`config.mk`:
```
export PLATFORM = sky130hd
export DESIGN_NAME = normalized_reciprocal_unit
export DESIGN_NICKNAME = d
export VERILOG_FILES = /design/src/hdl/nru_pkg.sv /design/src/hdl/nru_datapath.sv /design/src/hdl/nru_ctrl.sv /design/src/hdl/normalized_reciprocal_unit.sv
export SDC_FILE = /design/constraint.sdc
export NUM_CORES = 1
export LEC_CHECK = 0
export BUFFER_PORTS_ARGS = -buffer_cell sky130_fd_sc_hd__buf_2
export CORE_MARGIN = 2
export CORE_UTILIZATION = 41
export CTS_BUF_LIST = sky130_fd_sc_hd__clkbuf_8 sky130_fd_sc_hd__clkbuf_16
export DETAILED_ROUTE_END_ITERATION = 8
export GPL_TIMING_DRIVEN = 0
export HOLD_SLACK_MARGIN = 0.06
export PLACE_DENSITY = 0.61
export REMOVE_ABC_BUFFERS = 1
export SKIP_CTS_REPAIR_TIMING = 1
export SYNTH_ARGS = -nofsm -noshare
export SYNTH_HDL_FRONTEND = slang
export SYNTH_SLANG_ARGS = --single-unit
```
`constraint.sdc`:
```
create_clock -name clock -period 5.31 [get_ports clock]
set_input_delay 0.531 -clock clock [delete_from_list [all_inputs] [get_ports clock]]
set_output_delay 0.531 -clock clock [all_outputs]
set_load 0.05 [all_outputs]
```
`src/hdl/nru_pkg.sv`:
```
package nru_pkg;

   localparam int DIVISOR_W     = 31;
   localparam int REM_W         = 32;
   localparam int FRACTION_BITS = 64;
   localparam int SHIFT_W       = 6;
   localparam int STEP_LIMIT    = 128;
   localparam int STEP_W        = $clog2(STEP_LIMIT + 1);

   localparam int REQ_TDATA_W = ((DIVISOR_W + 7) / 8) * 8;
   localparam int RSP_TDATA_W = ((FRACTION_BITS + SHIFT_W + 7) / 8) * 8;

   typedef struct packed {
      logic load;
      logic step;
      logic publish;
   } nru_cmd_type;

   typedef struct packed {
      logic done;
   } nru_status_type;

endpackage

```
`src/hdl/nru_datapath.sv`:
```
module nru_datapath
   import nru_pkg::*;
(
   input  logic                       clock,
   input  nru_cmd_type                cmd,
   output nru_status_type             status,
   input  logic [DIVISOR_W-1:0]       divisor,
   output logic [FRACTION_BITS-1:0]   reciprocal_fraction,
   output logic [SHIFT_W-1:0]         shift_count
);

   logic [DIVISOR_W-1:0]     divisor_ff, divisor_in;
   logic [REM_W-1:0]         rem_ff, rem_in;
   logic [FRACTION_BITS-1:0] frac_ff, frac_in;
   logic [STEP_W-1:0]        steps_ff, steps_in;
   logic [FRACTION_BITS-1:0] rsp_frac_ff, rsp_frac_in;
   logic [SHIFT_W-1:0]       rsp_shift_ff, rsp_shift_in;

   logic [REM_W-1:0]         rem_sh;
   logic                     fits;
   logic [FRACTION_BITS-1:0] rnd_frac;
   logic [STEP_W-1:0]        rnd_steps;
   logic [STEP_W-1:0]        shift_full;

   assign rem_sh = {rem_ff[REM_W-2:0], 1'b0};
   assign fits   = rem_sh >= {{(REM_W-DIVISOR_W){1'b0}}, divisor_ff};

   assign status.done = frac_ff[FRACTION_BITS-1] ||
                        (steps_ff == STEP_W'(STEP_LIMIT));

   // round up an inexact quotient; an all-ones fraction wraps to the top bit
   always_comb begin
      rnd_frac  = frac_ff;
      rnd_steps = steps_ff;
      if (rem_ff != '0) begin
         if (&frac_ff) begin
            rnd_frac  = {1'b1, {(FRACTION_BITS-1){1'b0}}};
            rnd_steps = steps_ff - STEP_W'(1);
         end else begin
            rnd_frac  = frac_ff + FRACTION_BITS'(1);
         end
      end
   end

   assign shift_full = rnd_steps - STEP_W'(FRACTION_BITS);

   always_comb begin
      divisor_in   = divisor_ff;
      rem_in       = rem_ff;
      frac_in      = frac_ff;
      steps_in     = steps_ff;
      rsp_frac_in  = rsp_frac_ff;
      rsp_shift_in = rsp_shift_ff;
      if (cmd.load) begin
         divisor_in = divisor;
         rem_in     = REM_W'(1);
         frac_in    = '0;
         steps_in   = '0;
      end else if (cmd.step) begin
         steps_in = steps_ff + STEP_W'(1);
         if (fits) begin
            rem_in  = rem_sh - {{(REM_W-DIVISOR_W){1'b0}}, divisor_ff};
            frac_in = {frac_ff[FRACTION_BITS-2:0], 1'b1};
         end else begin
            rem_in  = rem_sh;
            frac_in = {frac_ff[FRACTION_BITS-2:0], 1'b0};
         end
      end
      if (cmd.publish) begin
         rsp_frac_in  = rnd_frac;
         rsp_shift_in = shift_full[SHIFT_W-1:0];
      end
   end

   always_ff @(posedge clock) begin
      divisor_ff   <= divisor_in;
      rem_ff       <= rem_in;
      frac_ff      <= frac_in;
      steps_ff     <= steps_in;
      rsp_frac_ff  <= rsp_frac_in;
      rsp_shift_ff <= rsp_shift_in;
   end

   assign reciprocal_fraction = rsp_frac_ff;
   assign shift_count         = rsp_shift_ff;

endmodule

```
`src/hdl/nru_ctrl.sv`:
```
module nru_ctrl
   import nru_pkg::*;
(
   input  logic           clock,
   input  logic           reset,
   input  logic           req_tvalid,
   output logic           req_tready,
   output logic           rsp_tvalid,
   input  logic           rsp_tready,
   output nru_cmd_type    cmd,
   input  nru_status_type status
);

   typedef enum logic [1:0] {
      ST_IDLE,
      ST_RUN,
      ST_ROUND
   } state_type;

   state_type state_ff, state_in;
   logic      out_valid_ff, out_valid_in;
   logic      out_free;

   assign req_tready  = (state_ff == ST_IDLE);
   assign out_free    = !out_valid_ff || rsp_tready;
   assign cmd.load    = req_tvalid && req_tready;
   assign cmd.step    = (state_ff == ST_RUN) && !status.done;
   assign cmd.publish = (state_ff == ST_ROUND) && out_free;
   assign rsp_tvalid  = out_valid_ff;

   always_comb begin
      state_in = state_ff;
      case (state_ff)
         ST_IDLE: begin
            if (cmd.load) state_in = ST_RUN;
         end
         ST_RUN: begin
            if (status.done) state_in = ST_ROUND;
         end
         ST_ROUND: begin
            // hold the rounded word until the output register frees up
            if (cmd.publish) state_in = ST_IDLE;
         end
         default: state_in = ST_IDLE;
      endcase
   end

   always_comb begin
      out_valid_in = out_valid_ff;
      if (cmd.publish) out_valid_in = 1'b1;
      else if (rsp_tready) out_valid_in = 1'b0;
   end

   always_ff @(posedge clock) begin
      if (reset) begin
         state_ff     <= ST_IDLE;
         out_valid_ff <= 1'b0;
      end else begin
         state_ff     <= state_in;
         out_valid_ff <= out_valid_in;
      end
   end

`ifndef SYNTHESIS
   a_load_starts_run: assert property (@(posedge clock) disable iff (reset)
      cmd.load |=> (state_ff == ST_RUN))
      else $error("accepted word did not start division");

   a_done_rounds: assert property (@(posedge clock) disable iff (reset)
      ((state_ff == ST_RUN) && status.done) |=> (state_ff == ST_ROUND))
      else $error("finished division did not move to rounding");

   a_publish_sets_valid: assert property (@(posedge clock) disable iff (reset)
      cmd.publish |=> out_valid_ff)
      else $error("published word not presented");

   a_no_overwrite: assert property (@(posedge clock) disable iff (reset)
      !(cmd.publish && out_valid_ff && !rsp_tready))
      else $error("pending result overwritten");

   a_step_only_running: assert property (@(posedge clock) disable iff (reset)
      cmd.step |-> (state_ff == ST_RUN) && !cmd.load)
      else $error("step issued outside division");
`endif

endmodule

```
`src/hdl/normalized_reciprocal_unit.sv`:
```
// Normalized reciprocal unit.
// Input channel req_*: one word per divisor; a word is taken when req_tvalid
// and req_tready are both high. req_tready is high only while no division
// is under way, so the block works on one divisor at a time.
// Result channel rsp_*: one word per divisor, the 64-bit fraction with its
// top bit set (rounded up if inexact) and a 6-bit signed shift, the number
// of quotient bits minus 64.
// Sequence: the restoring step loop produces one quotient bit a cycle (64
// to 94 bits, set by the divisor's magnitude); the controller then sees the
// top fraction bit set and moves to rounding, which writes the rounded word
// into the output register once that register is free. A new divisor can
// be taken the cycle after the result is registered, so the block finishes
// one divisor before it takes the next.
// Stall: the finished result waits in the output register while the next
// divisor is accepted and divided; a second result holds in the rounding
// step until the first is taken.
// Reset: synchronous, active high; clears the controller and drops
// rsp_tvalid. No memory needs clearing.
module normalized_reciprocal_unit
   import nru_pkg::*;
(
   input  logic                   clock,
   input  logic                   reset,
   input  logic                   req_tvalid,
   output logic                   req_tready,
   input  logic [REQ_TDATA_W-1:0] req_tdata,  // [30:0] divisor
   output logic                   rsp_tvalid,
   input  logic                   rsp_tready,
   output logic [RSP_TDATA_W-1:0] rsp_tdata   // [63:0] reciprocal_fraction, [69:64] shift_count
);

   nru_cmd_type              cmd;
   nru_status_type           status;
   logic [FRACTION_BITS-1:0] reciprocal_fraction;
   logic [SHIFT_W-1:0]       shift_count;

   nru_ctrl u_ctrl (
      .clock      (clock),
      .reset      (reset),
      .req_tvalid (req_tvalid),
      .req_tready (req_tready),
      .rsp_tvalid (rsp_tvalid),
      .rsp_tready (rsp_tready),
      .cmd        (cmd),
      .status     (status)
   );

   nru_datapath u_datapath (
      .clock               (clock),
      .cmd                 (cmd),
      .status              (status),
      .divisor             (req_tdata[DIVISOR_W-1:0]),
      .reciprocal_fraction (reciprocal_fraction),
      .shift_count         (shift_count)
   );

   assign rsp_tdata = {{(RSP_TDATA_W-FRACTION_BITS-SHIFT_W){1'b0}},
                       shift_count, reciprocal_fraction};

endmodule

```
==> metrics.csv <==
metric;value;unit
result of the run;finished clean;
number of global-route vias before repair;7461;
setup clock skew after layout;11.4;ps
Clock Root Buffer;clkbuf_16;
number of inserted diodes;0;
WL final;22400;um
delay of the slowest cell on the worst path;890;ps
Via density;5.13;
highest net fanout along the worst path;37;
mean instance size in the synthesized netlist;9.37;um2
number of remaining DRC errors;0;
final critical-path required period;3540;ps
unrepaired setup endpoints after global routing;no;
DR iter-0 viols;410;
count of endpoints failing setup in the final report;0;
total die area;0.0269;mm2
critical path capture point type;flop;
commonest cells in the netlist;191 x nand2_1, 110 x a21oi_1, 107 x dfxtp_1;
synthesized flop and latch total;208;
# port buffers;106;
area of the mapped netlist;0.0105;mm2
achievable frequency;283;MHz
Most used DFF post-synth;dfxtp_1;
clock slew at the register clock pins of the worst setup and hold paths;60;ps
global-route wire length before repair;36900;um
number of nets in the layout;1286;
signed area change from the synthesized netlist to the final layout;16.3;%
Synthesis Warnings;0;
number of instances in the placed design;1519;
die outline width;164;um
largest net degree at the start of global routing;79;
WHS;180;ps
post-layout power;4.48;mW
Worst Path Arrival;3810;ps
kind of critical path;reg2reg;
ratio of cells with drive above 1 in the final layout;15.0;%
routability congestion estimate;0.843;
Post-Layout Cell Count;1561;
number of antenna-violating nets in the routed design;0;
final core utilization;48.5;%
vertical extent of the die;164;um
fraction of registers with async set or reset after synthesis;0;%
placed wire-length estimate;15800;um
vias after detailed routing;8015;
relative slew slack;33.3;%
sequential-to-total area share from yosys stat;49.3;%
final worst slack;1770;ps
Unique masters post-synth;65;
Max stage delay cell, worst path;nor2_4;
Max rail drop VDD;0.229;mV
maximum number of buffers from clock root to sink;3;
CTS sink count;208;
placed cell area;0.0114;mm2
pwr/cell area;367;mW/mm2
Critical Path, Cell by Cell;nor4_1, nand4_1, nor2_1, nor2_1, nand3_1, nor2_4, nand3_1, xnor2_1;
Worst-Skew Late Latency;520;ps
worst-margin pin slew;998;ps
detailed-router iteration count before antenna repair;5;
post-synthesis cell type with the largest combined area;edfxtp_1;
required time of the critical path;5580;ps
final instance area;0.0122;mm2
area of the core region;0.0252;mm2
floorplan row count;58;
Final Slew Violations;0;
deepest level of the CTS H-tree;1;
cell count after synthesis;1121;
Max Cap Violations;0;
most frequently used cell type in the post-synthesis netlist;nand2_1;
Area contributors post-synth;edfxtp_1 29%, dfxtp_1 20%, nand2_1 6.8%;
number of buffers created by CTS;23;
final worst-path cycle share;66.6;%
number of antenna violations at the first check in global routing;0;
placement-stage worst setup slack;1720;ps
average wire per cell in the routed design;14.4;um
number of synthesized flops with an enable pin;101;
total global routing track utilization;16.8;%
aggregate negative setup slack;0;ps
TritonCTS clock tree;built;
num ports;110;
number of hold violations in the final report;0;
Worst Hold Class;in2reg;
static power due to leakage;4.58;nW
Initial Util;41.7;%
Startpoint Class;flop;
overflow left after global routing;0;
share of the synthesized area in the top cell type;28.9;%
==> worst paths after layout <==
path	depth (start not counted)	to	slack, ps	start
worst max register to register	8	u_datapath.shift_count[4]$_DFFE_PP_	1770	u_datapath.rem_ff[30]$_SDFFE_PP0P_
worst max-delay path	8	u_datapath.shift_count[4]$_DFFE_PP_	1770	u_datapath.rem_ff[30]$_SDFFE_PP0P_
worst min-delay path	1	u_datapath.divisor_ff[28]$_DFFE_PP_	180	req_tdata[28]
worst min register to register	2	u_datapath.frac_ff[22]$_SDFFE_PP0P_	470	u_datapath.frac_ff[22]$_SDFFE_PP0P_
==> cell families (layout without fill, tap and decap cells) <==
logic type	Yosys count	in the layout	synth area share (%)
buf+inv	101	210	3.97
xor+xnor	91	91	7.59
mux	20	20	1.91
compound gates	232	232	13.6
other cells	1	2	0.0357
simple gates	432	432	19.3
fa+ha+maj	36	36	4.36
flops	208	208	49.3
==> cells in the final DEF (no fill, tap or decap), types with 15 or more instances in the layout <==
cell         n
nand2_1    191
a21oi_1    110
dfxtp_1    107
buf_2      106
edfxtp_1   101
nor2_1      81
xnor2_1     57
inv_1       52
nand3_1     48
o21ai_0     38
ha_1        35
xor2_1      34
clkbuf_16   25
nor3_1      20
mux2i_1     20
nand4_1     17
and3_1      15
a211oi_1    15
==> report_power, final <==
group          switching (mW)  internal, mW  total, mW
registers              0.0864          1.79       1.87
logic                   0.621         0.381       1.00
clock network           0.646         0.962       1.61
==> critical path: cells and delay by family (launching register included) <==
family | cells | cell delay (ps)
flops | 1 | 450
simple gates | 7 | 2640
xor+xnor | 1 | 170
==> state kept, by name (all words and copies together), names as in the netlist <==
| register | cells |
|---|---|
| u_ctrl.state_ff | 2 |
| u_datapath.divisor_ff | 31 |
| u_datapath.shift_count | 6 |
| u_datapath.frac_ff | 64 |
| u_ctrl.rsp_tvalid | 1 |
| u_datapath.reciprocal_fraction | 64 |
| u_datapath.steps_ff | 8 |
| u_datapath.rem_ff | 32 |
==> per-layer routing <==
layer	track usage [%]	vias to the layer above	share of wire (%)
li1	-	4160	-
met1	21.7	3673	46
met2	29.4	151	48
met3	2.40	31	4.1
met4	4.35	0	2.0
met5	0	-	0
==> final cells by class <==
cell class | instances | area (um2)
Fill cell | 2374 | 13000
Timing Repair Buffer | 120 | 739
Multi-Input combinational cell | 813 | 4930
Inverter | 48 | 183
Clock inverter | 16 | 135
Tap cell | 330 | 413
Clock buffer | 26 | 639
Sequential cell | 208 | 5170
No activity file was read; power rests on OpenSTA's default activity.
